$ cat src/osa_pkg.sv
`default_nettype none
package osa_pkg;

  localparam int MaxClientsDef = 16;
  localparam int NumSlotsDef   = 4;
  localparam int IdBitsDef     = 16;

  typedef enum logic [2:0] {
    MODE_REGISTER = 3'd0,
    MODE_REQUEST  = 3'd1,
    MODE_RELEASE  = 3'd2,
    MODE_REMOVE   = 3'd3,
    MODE_SET_FULL = 3'd4,
    MODE_CLR_FULL = 3'd5,
    MODE_QUERY    = 3'd6,
    MODE_UNUSED   = 3'd7
  } mode_t;

  typedef struct packed {
    logic [2:0]  mode;
    logic [15:0] client_id;
  } in_beat_t;

  typedef struct packed {
    logic       is_known;
    logic       has_slot;
    logic [1:0] slot_index;
    logic       in_bed;
    logic [2:0] free_count;
    logic       table_full;
  } out_beat_t;

  typedef enum logic [2:0] {
    ST_IDLE,
    ST_SEARCH,
    ST_APPLY,
    ST_SHIFT,
    ST_PASS1,
    ST_PASS2,
    ST_REPORT,
    ST_DONE
  } state_t;

  typedef struct packed {
    logic load;
    logic clr_idx;
    logic step_search;
    logic apply;
    logic step_shift;
    logic step_pass1;
    logic step_pass2;
    logic report;
  } ctl_cmd_t;

  typedef struct packed {
    logic idx_last;
    logic found;
    logic is_remove;
    logic shift_last;
  } ctl_sts_t;

endpackage
`default_nettype wire

$ cat src/osa_ctrl.sv
`default_nettype none
module osa_ctrl (
  input  wire logic              clk,
  input  wire logic              rst_n,
  input  wire logic              in_fire,
  input  wire logic              out_busy,
  input  wire osa_pkg::ctl_sts_t sts,
  output osa_pkg::ctl_cmd_t      cmd,
  output logic                   idle
);
  import osa_pkg::*;

  state_t state_r, state_nxt;

  always_ff @(posedge clk) begin
    if (!rst_n) begin
      state_r <= ST_IDLE;
    end else begin
      state_r <= state_nxt;
    end
  end

  always_comb begin
    state_nxt = state_r;
    case (state_r)
      ST_IDLE:   if (in_fire) state_nxt = ST_SEARCH;
      ST_SEARCH: if (sts.found || sts.idx_last) state_nxt = ST_APPLY;
      ST_APPLY:  state_nxt = sts.is_remove ? ST_SHIFT : ST_PASS1;
      ST_SHIFT:  if (sts.shift_last) state_nxt = ST_PASS1;
      ST_PASS1:  if (sts.idx_last) state_nxt = ST_PASS2;
      ST_PASS2:  if (sts.idx_last) state_nxt = ST_REPORT;
      ST_REPORT: if (sts.found || sts.idx_last) state_nxt = ST_DONE;
      ST_DONE:   if (!out_busy) state_nxt = ST_IDLE;
      default:   state_nxt = ST_IDLE;
    endcase
  end

  always_comb begin
    cmd = '0;
    idle = 1'b0;
    case (state_r)
      ST_IDLE: begin
        idle = 1'b1;
        cmd.load = in_fire;
        cmd.clr_idx = 1'b1;
      end
      ST_SEARCH: begin
        cmd.step_search = 1'b1;
        cmd.clr_idx = sts.found || sts.idx_last;
      end
      ST_APPLY:  cmd.apply = 1'b1;
      ST_SHIFT: begin
        cmd.step_shift = 1'b1;
        cmd.clr_idx = sts.shift_last;
      end
      ST_PASS1: begin
        cmd.step_pass1 = 1'b1;
        cmd.clr_idx = sts.idx_last;
      end
      ST_PASS2: begin
        cmd.step_pass2 = 1'b1;
        cmd.clr_idx = sts.idx_last;
      end
      ST_REPORT: cmd.step_search = 1'b1;
      ST_DONE:   cmd.report = !out_busy;
      default:   cmd = '0;
    endcase
  end

endmodule
`default_nettype wire

$ cat src/osa_dp.sv
`default_nettype none
module osa_dp #(
  parameter int MAX_CLIENTS = osa_pkg::MaxClientsDef,
  parameter int NUM_SLOTS   = osa_pkg::NumSlotsDef,
  parameter int ID_BITS     = osa_pkg::IdBitsDef
) (
  input  wire logic               clk,
  input  wire logic               rst_n,
  input  wire osa_pkg::in_beat_t  in_data,
  input  wire osa_pkg::ctl_cmd_t  cmd,
  output osa_pkg::ctl_sts_t       sts,
  output osa_pkg::out_beat_t      res
);
  import osa_pkg::*;

  localparam int IW = (MAX_CLIENTS > 1) ? $clog2(MAX_CLIENTS) : 1;
  localparam int CW = $clog2(MAX_CLIENTS + 1);
  localparam int SW = (NUM_SLOTS > 1) ? $clog2(NUM_SLOTS) : 1;
  localparam int FW = $clog2(NUM_SLOTS + 1);

  logic [ID_BITS-1:0] ent_id_r    [MAX_CLIENTS];
  logic               ent_wants_r [MAX_CLIENTS];
  logic               ent_full_r  [MAX_CLIENTS];
  logic               ent_holds_r [MAX_CLIENTS];
  logic [SW-1:0]      ent_slot_r  [MAX_CLIENTS];

  logic [CW-1:0]        count_r;
  logic [NUM_SLOTS-1:0] busy_r;
  logic                 fh_valid_r;
  logic [ID_BITS-1:0]   fh_id_r;
  logic [2:0]           mode_r;
  logic [ID_BITS-1:0]   id_r;
  logic [IW-1:0]        idx_r;
  logic [IW-1:0]        hit_r;
  logic                 found_r;
  logic                 refused_r;

  logic           in_range, hit_now, q_now, any_free, has_next;
  logic [SW-1:0]  low_free;
  logic [FW-1:0]  free_n;
  logic [IW-1:0]  nxt;
  logic [CW-1:0]  idx_ext, hit_ext;

  assign idx_ext  = CW'(idx_r);
  assign hit_ext  = CW'(hit_r);
  assign in_range = idx_ext < count_r;
  assign hit_now  = in_range && (ent_id_r[idx_r] == id_r);
  assign q_now    = ent_wants_r[idx_r] && !ent_full_r[idx_r];
  assign nxt      = IW'(idx_ext + CW'(1));
  assign has_next = (hit_ext + CW'(1)) < count_r;

  always_comb begin
    low_free = '0;
    any_free = 1'b0;
    free_n   = '0;
    for (int s = NUM_SLOTS - 1; s >= 0; s--) begin
      if (!busy_r[s]) begin
        low_free = SW'(s);
        any_free = 1'b1;
        free_n   = free_n + FW'(1);
      end
    end
  end

  always_comb begin
    sts.found      = hit_now;
    sts.idx_last   = (idx_ext + CW'(1)) >= count_r;
    sts.is_remove  = (mode_r == MODE_REMOVE) && found_r;
    sts.shift_last = !has_next;
  end

  always_ff @(posedge clk) begin
    if (!rst_n) begin
      count_r    <= '0;
      busy_r     <= '0;
      fh_valid_r <= 1'b0;
      fh_id_r    <= '0;
      found_r    <= 1'b0;
      refused_r  <= 1'b0;
      idx_r      <= '0;
    end else begin
      if (cmd.clr_idx) begin
        idx_r <= '0;
      end else if (cmd.step_search || cmd.step_pass1 || cmd.step_pass2) begin
        idx_r <= nxt;
      end
      if (cmd.load) begin
        mode_r    <= in_data.mode;
        id_r      <= ID_BITS'(in_data.client_id);
        found_r   <= 1'b0;
        refused_r <= 1'b0;
      end
      if (cmd.step_search) begin
        found_r <= hit_now;
        hit_r   <= idx_r;
      end
      if (cmd.apply) begin
        case (mode_r)
          MODE_REGISTER, MODE_REQUEST: begin
            if (found_r) begin
              if (mode_r == MODE_REQUEST) ent_wants_r[hit_r] <= 1'b1;
            end else if (count_r >= CW'(MAX_CLIENTS)) begin
              refused_r <= 1'b1;
            end else begin
              ent_id_r[IW'(count_r)]    <= id_r;
              ent_wants_r[IW'(count_r)] <= (mode_r == MODE_REQUEST);
              ent_holds_r[IW'(count_r)] <= 1'b0;
              ent_slot_r[IW'(count_r)]  <= '0;
              ent_full_r[IW'(count_r)]  <= fh_valid_r && (fh_id_r == id_r);
              count_r <= count_r + CW'(1);
            end
          end
          MODE_RELEASE: if (found_r) ent_wants_r[hit_r] <= 1'b0;
          MODE_REMOVE: begin
            if (found_r && ent_holds_r[hit_r]) busy_r[ent_slot_r[hit_r]] <= 1'b0;
          end
          MODE_SET_FULL: begin
            fh_valid_r <= 1'b1;
            fh_id_r    <= id_r;
            for (int i = 0; i < MAX_CLIENTS; i++) ent_full_r[i] <= (ent_id_r[i] == id_r);
          end
          MODE_CLR_FULL: begin
            fh_valid_r <= 1'b0;
            fh_id_r    <= '0;
            for (int i = 0; i < MAX_CLIENTS; i++) ent_full_r[i] <= 1'b0;
          end
          default: ;
        endcase
      end
      if (cmd.step_shift) begin
        if (has_next) begin
          ent_id_r[hit_r]    <= ent_id_r[IW'(hit_ext + CW'(1))];
          ent_wants_r[hit_r] <= ent_wants_r[IW'(hit_ext + CW'(1))];
          ent_full_r[hit_r]  <= ent_full_r[IW'(hit_ext + CW'(1))];
          ent_holds_r[hit_r] <= ent_holds_r[IW'(hit_ext + CW'(1))];
          ent_slot_r[hit_r]  <= ent_slot_r[IW'(hit_ext + CW'(1))];
          hit_r <= IW'(hit_ext + CW'(1));
        end else begin
          count_r <= count_r - CW'(1);
        end
      end
      if (cmd.step_pass1 && in_range && !q_now && ent_holds_r[idx_r]) begin
        busy_r[ent_slot_r[idx_r]] <= 1'b0;
        ent_holds_r[idx_r] <= 1'b0;
        ent_slot_r[idx_r]  <= '0;
      end
      if (cmd.step_pass2 && in_range && q_now && !ent_holds_r[idx_r] && any_free) begin
        busy_r[low_free]   <= 1'b1;
        ent_holds_r[idx_r] <= 1'b1;
        ent_slot_r[idx_r]  <= low_free;
      end
      if (cmd.report) begin
        res.is_known   <= found_r;
        res.has_slot   <= found_r && ent_holds_r[hit_r];
        res.slot_index <= (found_r && ent_holds_r[hit_r]) ? 2'(ent_slot_r[hit_r]) : 2'd0;
        res.in_bed     <= found_r && !ent_holds_r[hit_r];
        res.free_count <= 3'(free_n);
        res.table_full <= refused_r;
      end
    end
  end

endmodule
`default_nettype wire

$ cat src/ordered_slot_allocator.sv
// Channel | Direction | Payload
// in_     | input     | in_beat_t (mode, client_id)
// out_    | output    | out_beat_t (slot status, free count, table_full)
// An event runs from its input beat to its result through the sequential lookup, compaction
// on a remove, two reconcile sweeps and final lookup, then the block returns to idle before
// the next input beat is taken.
// Reset is synchronous on rst_n and empties the table and frees all slots.
// A result beat waits in the output register; the next input beat is taken meanwhile, and
// that event stalls at its end until the held beat leaves.
`default_nettype none
module ordered_slot_allocator #(
  parameter int MAX_CLIENTS = osa_pkg::MaxClientsDef,
  parameter int NUM_SLOTS   = osa_pkg::NumSlotsDef,
  parameter int ID_BITS     = osa_pkg::IdBitsDef
) (
  input  wire logic               clk,
  input  wire logic               rst_n,
  input  wire logic               in_valid,
  output logic                    in_ready,
  input  wire osa_pkg::in_beat_t  in_data,
  output logic                    out_valid,
  input  wire logic               out_ready,
  output osa_pkg::out_beat_t      out_data
);
  import osa_pkg::*;

  ctl_cmd_t cmd;
  ctl_sts_t sts;
  logic     idle, in_fire, out_valid_r;

  assign in_ready  = idle;
  assign in_fire   = in_valid && in_ready;
  assign out_valid = out_valid_r;

  osa_ctrl u_ctrl (
    .clk      (clk),
    .rst_n    (rst_n),
    .in_fire  (in_fire),
    .out_busy (out_valid_r && !out_ready),
    .sts      (sts),
    .cmd      (cmd),
    .idle     (idle)
  );

  osa_dp #(
    .MAX_CLIENTS (MAX_CLIENTS),
    .NUM_SLOTS   (NUM_SLOTS),
    .ID_BITS     (ID_BITS)
  ) u_dp (
    .clk     (clk),
    .rst_n   (rst_n),
    .in_data (in_data),
    .cmd     (cmd),
    .sts     (sts),
    .res     (out_data)
  );

  always_ff @(posedge clk) begin
    if (!rst_n) begin
      out_valid_r <= 1'b0;
    end else if (cmd.report) begin
      out_valid_r <= 1'b1;
    end else if (out_ready) begin
      out_valid_r <= 1'b0;
    end
  end

  a_report_free: assert property (@(posedge clk) disable iff (!rst_n)
    cmd.report |-> !(out_valid_r && !out_ready)) else $error("report over held beat");
  a_out_marks: assert property (@(posedge clk) disable iff (!rst_n)
    cmd.report |=> out_valid && !(out_data.has_slot && out_data.in_bed))
    else $error("slot and bed both set");
  a_accept_idle: assert property (@(posedge clk) disable iff (!rst_n)
    in_fire |=> !in_ready) else $error("accept while busy");

endmodule
`default_nettype wire
$ cat config.mk
export PLATFORM = sky130hd
export DESIGN_NAME = ordered_slot_allocator
export DESIGN_NICKNAME = d
export VERILOG_FILES = /design/src/osa_pkg.sv /design/src/osa_ctrl.sv /design/src/osa_dp.sv /design/src/ordered_slot_allocator.sv
export SDC_FILE = /design/constraint.sdc
export NUM_CORES = 1
export LEC_CHECK = 0
export BUFFER_PORTS_ARGS = -buffer_cell sky130_fd_sc_hd__buf_4
export CELL_PAD_IN_SITES_DETAIL_PLACEMENT = 1
export CELL_PAD_IN_SITES_GLOBAL_PLACEMENT = 1
export CORE_MARGIN = 2
export CORE_UTILIZATION = 30
export DETAILED_ROUTE_END_ITERATION = 8
export GPL_TIMING_DRIVEN = 0
export PLACE_DENSITY_LB_ADDON = 0.1
export REMOVE_ABC_BUFFERS = 1
export SKIP_CTS_REPAIR_TIMING = 1
export SYNTH_ARGS = -nofsm -noshare
export SYNTH_HDL_FRONTEND = slang
export SYNTH_HIERARCHICAL = 1
export SYNTH_SLANG_ARGS = --single-unit
export TNS_END_PERCENT = 50
$ cat constraint.sdc
create_clock -name clk -period 13.6 [get_ports clk]
set_input_delay 0.68 -clock clk [delete_from_list [all_inputs] [get_ports clk]]
set_output_delay 0.68 -clock clk [all_outputs]
set_load 0.1 [all_outputs]
==> impl_metrics.csv, run 1 <==
group,metric,value,unit
outcome,status,"complete, but fails checks",
outcome,violations,"max-capacitance violations, max-slew violations",
critical_path,crit_path_start,"u_dp/hit_r[0]",
cells_and_area,syn2layout_area_growth,14.9,%
detailed_routing,viasPerCell,5.70,
clock_network,cts.htree.levels,2,
cells_and_area,fin_nets,2717,
power,sw_frac_of_total,0.397,
timing,max-slew-margin-rel,-0.0465,
timing,drv_slew,22,
clock_network,clock_path_buffers,3,
timing,fmax,120,MHz
timing,fin_skew,0.0304,ns
synth,syn-instance-count,2737,
synth,yosysWarnings,6,
power,p_switching,1.93,mW
critical_path,r2r-start,"u_dp/hit_r[0]",
clock_network,clkLatencyLatePin,0.65,ns
timing,hold_violations,0,
detailed_routing,vias,22598,
placement,gp_congestion,0.856,
detailed_routing,ant_nets,0,
synth,syn_area,28100,um^2
floorplan,num_rows,112,
power,p_comb_frac,0.389,
worst_hold_path,hold_class,"input port to register",
timing,period_minus_slack,8.37,ns
synth,ys_async_sr_fraction,0,
placement,dp_hpwl,91.0,mm
worst_hold_path,holdCritStartpoint,"in_data[6]",
critical_path,critPathKind,"register to register",
detailed_routing,dr.pass1.iters,5,
critical_path,worstPathArrival,8.61,ns
clock_network,cts_tree,"built",
power,p_seq_frac,0.316,
clock_network,cts_buffers,54,
placement,place_area,30500,um^2
global_routing,grt_remaining_overflow,0,
critical_path,required,13.84,ns
critical_path,cp-start-kind,"register",
floorplan,die_height,310,um
clock_network,clk_pin_slew_worst_paths,0.06,ns
synth,synth_cell_type_count,80,
timing,finalSetupViolCount,0,
critical_path,cp_max_fo,30,
timing,worstMarginPinSlew,1.57,ns
floorplan,start_util,0.301,
synth,synthFlopType,"edfxtp_1",
run,cap_violations,1,
placement,port_buffers,33,
floorplan,die_area,96000,um^2
power,clkPwrFrac,0.294,
synth,syn_area_per_cell,10.2,um^2
synth,ys_seq_elements,412,
global_routing,grt_max_degree,52,
power,powerDensity,150,nW/um^2
clock_network,clock_sinks,412,
timing,rsz0062_at_grt,"no",
placement,dp.cells,3860,
detailed_routing,wl,129,mm
power,max-vdd-ir-drop,0.143,mV
synth,seq_area_frac_synth,0.425,
floorplan,coreArea,93000,um^2
synth,synth_edf_count,368,
power,p_leak,11.8,nW
floorplan,ios,34,
global_routing,grt_pass1_vias,22854,
cells_and_area,diodes,0,
detailed_routing,drcViolationCount,0,
clock_network,root_buffer,"clkbuf_16",
timing,finalCritPeriodShare,0.615,
global_routing,grt_usage,0.267,
cells_and_area,layoutNonFillerInstCount,3963,
cells_and_area,final_area,32200,um^2
power,p_int,2.92,mW
timing,hold_ws,0.197,ns
global_routing,grt_pass1_wl,180,mm
global_routing,antenna_found_initial,5,
critical_path,reg2reg_slack,5.23,ns
cells_and_area,layout-drive-gt1-share,0.175,
critical_path,critPathCaptureType,"register",
floorplan,dieWidth,310,um
detailed_routing,wire_per_inst,32.4,um
detailed_routing,first_iter_violations,2068,
-- power groups by stage --
stage | logic, mW | clock network (mW) | registers, mW
2_1_floorplan | 0.886 | 0 | 1.59
3_3_place_gp | 1.52 | 0 | 1.69
3_5_place_dp | 1.85 | 0 | 1.57
4_1_cts | 1.85 | 1.46 | 1.54
5_1_grt | 1.98 | 1.50 | 1.54
6_report | 1.89 | 1.43 | 1.53
-- registers in the layout, summed over array words and instances, names as in the netlist, named ones only --
name,cells
u_dp/res,9
u_ctrl/state_r,3
u_dp/ent_wants_r,16
u_dp/count_r,5
u_dp/fh_id_r,16
u_dp/ent_full_r,16
u_dp/found_r,1
out_valid,1
u_dp/mode_r,3
u_dp/fh_valid_r,1
u_dp/busy_r,4
u_dp/ent_slot_r,32
u_dp/ent_id_r,256
u_dp/hit_r,4
u_dp/idx_r,4
u_dp/refused_r,1
u_dp/id_r,16
u_dp/ent_holds_r,16
-- Yosys cell counts (all sizes together), types with 20 or more instances --
| cell type | n | area share |
|---|---|---|
| clkbuf | 161 | 0.022 |
| a21oi | 31 | 0.0055 |
| xor2 | 250 | 0.078 |
| dfxtp | 44 | 0.031 |
| xnor2 | 51 | 0.016 |
| nand2 | 768 | 0.10 |
| nor4 | 66 | 0.015 |
| inv | 38 | 0.0051 |
| o21ai | 130 | 0.023 |
| mux2 | 65 | 0.026 |
| a31oi | 23 | 0.0051 |
| edfxtp | 368 | 0.39 |
| nand4 | 31 | 0.0069 |
| ha | 30 | 0.013 |
| nor2 | 89 | 0.012 |
| nor3 | 20 | 0.0037 |
| buf | 70 | 0.014 |
| and3 | 41 | 0.0092 |
| nand3 | 78 | 0.014 |
| mux2i | 65 | 0.023 |
| mux4 | 173 | 0.14 |
-- metal layers --
metal / vias to the layer above / GRT usage / routed length [um]
li1: 9675 / - / -
met1: 11910 / 0.365 / 56700
met2: 820 / 0.436 / 60200
met3: 189 / 0.0359 / 7380
met4: 4 / 0.0884 / 4210
met5: - / 0 / 28
-- logic make-up after synthesis --
family                     count (synthesis)  synth area share
AOI/OAI and AO/OA                        261            0.0573
DFF                                      412             0.425
muxes                                    303             0.188
adders and majority gates                 30            0.0134
xor gates and xnor gates                 301            0.0940
and+or+nand+nor                         1156             0.180
buffers and inverters                    274            0.0416
-- final timing paths --
kind,to,depth (start not counted)
worst max-delay path,u_dp/ent_id_r[2][3],10
worst min-delay path,u_dp/id_r[6],1
worst max register to register,u_dp/ent_id_r[2][3],10
worst min register to register,u_dp/fh_valid_r,2
-- final cells by class --
cell class,instances,area [um^2]
Clock buffer,78,1490
Fill cell,10283,60800
Timing Repair Buffer,102,1720
Clock inverter,23,200
Tap cell,1254,1570
Sequential cell,412,11900
Inverter,43,163
Multi-Input combinational cell,2051,15200
-- critical path, stage by stage (launching register included) --
cell and delay, ns:
edfxtp_1 0.77, buf_16 0.23, nand3_1 0.18, xor2_4 0.56, clkinv_1 1.20, ha_1 0.76
o21a_1 0.11, o21ai_1 0.43, and4_1 0.92, nand3_1 1.24, nand2_1 1.50
-- layout by cell type, fill, tap and decap left out, types with 10 or more instances in the layout --
master | Yosys | layout
nand2_1 | 768 | 765
o21ai_0 | 125 | 122
nor4_1 | 64 | 63
inv_1 | 38 | 38
buf_8 | 1 | 13
edfxtp_1 | 368 | 368
mux4_2 | 173 | 173
nand4_1 | 31 | 31
xnor2_1 | 51 | 50
xor2_1 | 250 | 249
buf_6 | 7 | 10
and3_1 | 40 | 33
buf_4 | 10 | 36
clkbuf_1 | 161 | 19
dfxtp_1 | 44 | 40
a31oi_2 | 0 | 17
nand3_1 | 77 | 77
clkbuf_16 | 0 | 54
mux2i_1 | 65 | 65
a21oi_1 | 31 | 31
mux2_2 | 64 | 64
nand2b_1 | 14 | 14
buf_16 | 0 | 37
ha_1 | 30 | 29
clkinv_1 | 5 | 11
nor3_1 | 19 | 19
nor2_1 | 87 | 84
nor2b_1 | 17 | 17
clkinv_2 | 0 | 11
-- through the flow --
step / setup slack (ns) / TNS [ns] / util / power (mW)
finish: 5.23 / 0 / 0.347 / 4.85
floorplan: 4.31 / 0 / - / 2.48
detailed placement: 5.18 / 0 / 0.328 / 3.41
CTS: 5.12 / 0 / 0.346 / 4.85
global route: 5.07 / 0 / 0.347 / 5.02
global placement: -7.61 / -4095.04 / 0.310 / 3.20
Power figures use the tool's default switching activity.
==> run 2, diff against run 1 <==
==> constraint.sdc (replaced) <==
create_clock -name clk -period 8.05 [get_ports clk]
set_input_delay 0.4025 -clock clk [delete_from_list [all_inputs] [get_ports clk]]
set_output_delay 0.4025 -clock clk [all_outputs]
set_load 0.1 [all_outputs]
==> run 2 against run 1 <==
Effect of this change:
- the run still ends with max-capacitance violations, max-slew violations left
- utilization increased by 0.25 points
- die area unchanged
- largest power group unchanged
- sequential cell count unchanged
- via count increased by 0.10%
- routed wire length increased by 0.37%
- maximum frequency increased by 8.7%
- worst hold slack got worse by 0.13 ns
- cell count increased by 0.50%
- global-route usage unchanged
- setup slack got worse by 4.9 ns
- total power increased by 69%
- first-iteration DRC count increased by 0.97%
==> impl_metrics.csv, run 2 (synthesis results as in run 1) <==
group,metric,value,unit
global_routing,grt_pass1_vias,22854,
cells_and_area,syn2layout_area_growth,15.8,%
cells_and_area,final_cell_mix,"760 x nand2_1, 368 x edfxtp_1, 249 x xor2_1, 173 x mux4_2, 122 x o21ai_0",
clock_network,cts_tree,"built",
critical_path,r2r_cells,12,
placement,gp_congestion,0.856,
clock_network,clock_path_buffers,3,
power,powerDensity,253,nW/um^2
timing,max-slew-margin-rel,-0.0275,
timing,fmax,130,MHz
clock_network,clkLatencyLatePin,0.65,ns
timing,worstMarginPinSlew,1.54,ns
clock_network,cts.htree.levels,2,
cells_and_area,top_register,"u_dp/ent_id_r",
clock_network,clock_sinks,412,
cells_and_area,layout_commonest_cell,"nand2_1",
floorplan,ios,34,
detailed_routing,ant_nets,0,
detailed_routing,drcViolationCount,0,
cells_and_area,final_area,32500,um^2
critical_path,critPathMaxStageDelay,1.05,ns
timing,period_minus_slack,7.70,ns
critical_path,required,8.32,ns
critical_path,worstPathArrival,7.97,ns
critical_path,critPathCaptureType,"register",
power,max-vdd-ir-drop,0.241,mV
timing,drv_slew,22,
power,p_leak,11.9,nW
floorplan,start_util,0.301,
detailed_routing,wire_per_inst,32.4,um
cells_and_area,layout-drive-gt1-share,0.177,
detailed_routing,dr.pass1.iters,5,
detailed_routing,first_iter_violations,2088,
worst_hold_path,hold-path-cell-count,3,
critical_path,critPathSlowestCell,"nand3_1",
cells_and_area,fin_nets,2736,
placement,place_area,30500,um^2
outcome,status,"complete, but fails checks",
placement,dp_hpwl,91.0,mm
critical_path,critPathKind,"register to register",
cells_and_area,utilization,0.349,
floorplan,die_height,310,um
timing,finalSetupViolCount,0,
cells_and_area,reg.largest.list,"u_dp/ent_id_r: 256 flops, u_dp/ent_slot_r: 32 flops",
timing,hold_violations,0,
outcome,violations,"max-capacitance violations, max-slew violations",
placement,port_buffers,33,
global_routing,grt_remaining_overflow,0,
timing,finalCritPeriodShare,0.956,
global_routing,grt_pass1_wl,180,mm
floorplan,num_rows,112,
critical_path,cp.buffers_inverters,3,
clock_network,cts_buffers,54,
critical_path,crit_chain,"buf_16 > ha_1 > xnor2_2 > clkinv_2 > ha_1 > o21a_1 > o21a_1 > o21ai_1 > and4_1 > nand3_1 > and2_1 > inv_1",
critical_path,cp-start-kind,"register",
run,cap_violations,1,
global_routing,antenna_found_initial,5,
timing,rsz0062_at_grt,"no",
timing,fin_skew,0.0290,ns
timing,hold_ws,0.0664,ns
clock_network,clk_pin_slew_worst_paths,0.06,ns
clock_network,root_buffer,"clkbuf_16",
timing,layout_setup_ws,0.351,ns
critical_path,cp_max_fo,30,
floorplan,dieWidth,310,um
placement,pre_cts_slack,-0.372,ns
detailed_routing,wl,129,mm
global_routing,grt_max_degree,52,
global_routing,grt_usage,0.267,
critical_path,cp_top_family,"simple AND/OR/NAND/NOR gates",
detailed_routing,viasPerCell,5.68,
detailed_routing,vias,22621,
floorplan,coreArea,93000,um^2
cells_and_area,largest_reg_flops,256,
critical_path,reg2reg_slack,0.35,ns
floorplan,die_area,96000,um^2
critical_path,cp.depth,12,
worst_hold_path,hold_class,"input port to register",
run 2: per-stage QoR:
stage	instances	total power [mW]	setup TNS, ns
finish	3983	8.21	0
global route	3982	8.49	0
global placement	3793	5.41	-7960.95
detailed placement	3860	5.77	-25.77
floorplan	2506	4.18	-625.65
CTS	3961	8.20	-31.40
run 2: layout make-up:
type | count | area (um^2)
Tap cell | 1254 | 1570
Inverter | 43 | 166
Clock buffer | 78 | 1490
Sequential cell | 412 | 11900
Timing Repair Buffer | 121 | 1910
Fill cell | 10279 | 60600
Clock inverter | 23 | 200
Multi-Input combinational cell | 2051 | 15200
Antenna cell | 1 | 2.50
run 2: worst reg2reg max path: cells and delay by family, from the launching register on:
family                   cells  cell delay [ns]
flip-flops                   1             0.67
XOR/XNOR                     1             0.66
AND/OR/NAND/NOR              3             2.54
adder cells (fa/ha/maj)      2             0.92
AO/OA/AOI/OAI                3             0.66
buffers and inverters        3             1.84
run 2: final timing paths:
kind | start | endpoint
setup / recovery | u_dp/hit_r[0] | u_dp/ent_id_r[12][6]
hold / removal | out_ready | out_valid
setup reg to reg | u_dp/hit_r[0] | u_dp/ent_id_r[12][6]
hold reg to reg | u_dp/fh_valid_r | u_dp/fh_valid_r
run 2: routing by layer:
metal  wire length (um)  up-vias  global-route usage
met4               4220        4              0.0884
li1                   -     9719                   -
met2              60400      801               0.436
met3               7670      182              0.0359
met5                 31        -                   0
met1              56700    11915               0.365
run 2: where the power goes:
| group | internal [mW] | leakage [nW] | total (mW) | switching, mW |
|---|---|---|---|---|
| clock network | 1.38 | 0.832 | 2.41 | 1.04 |
| registers | 2.42 | 3.84 | 2.59 | 0.173 |
| logic | 1.15 | 7.21 | 3.20 | 2.06 |
| total | 4.95 | 11.9 | 8.21 | 3.26 |
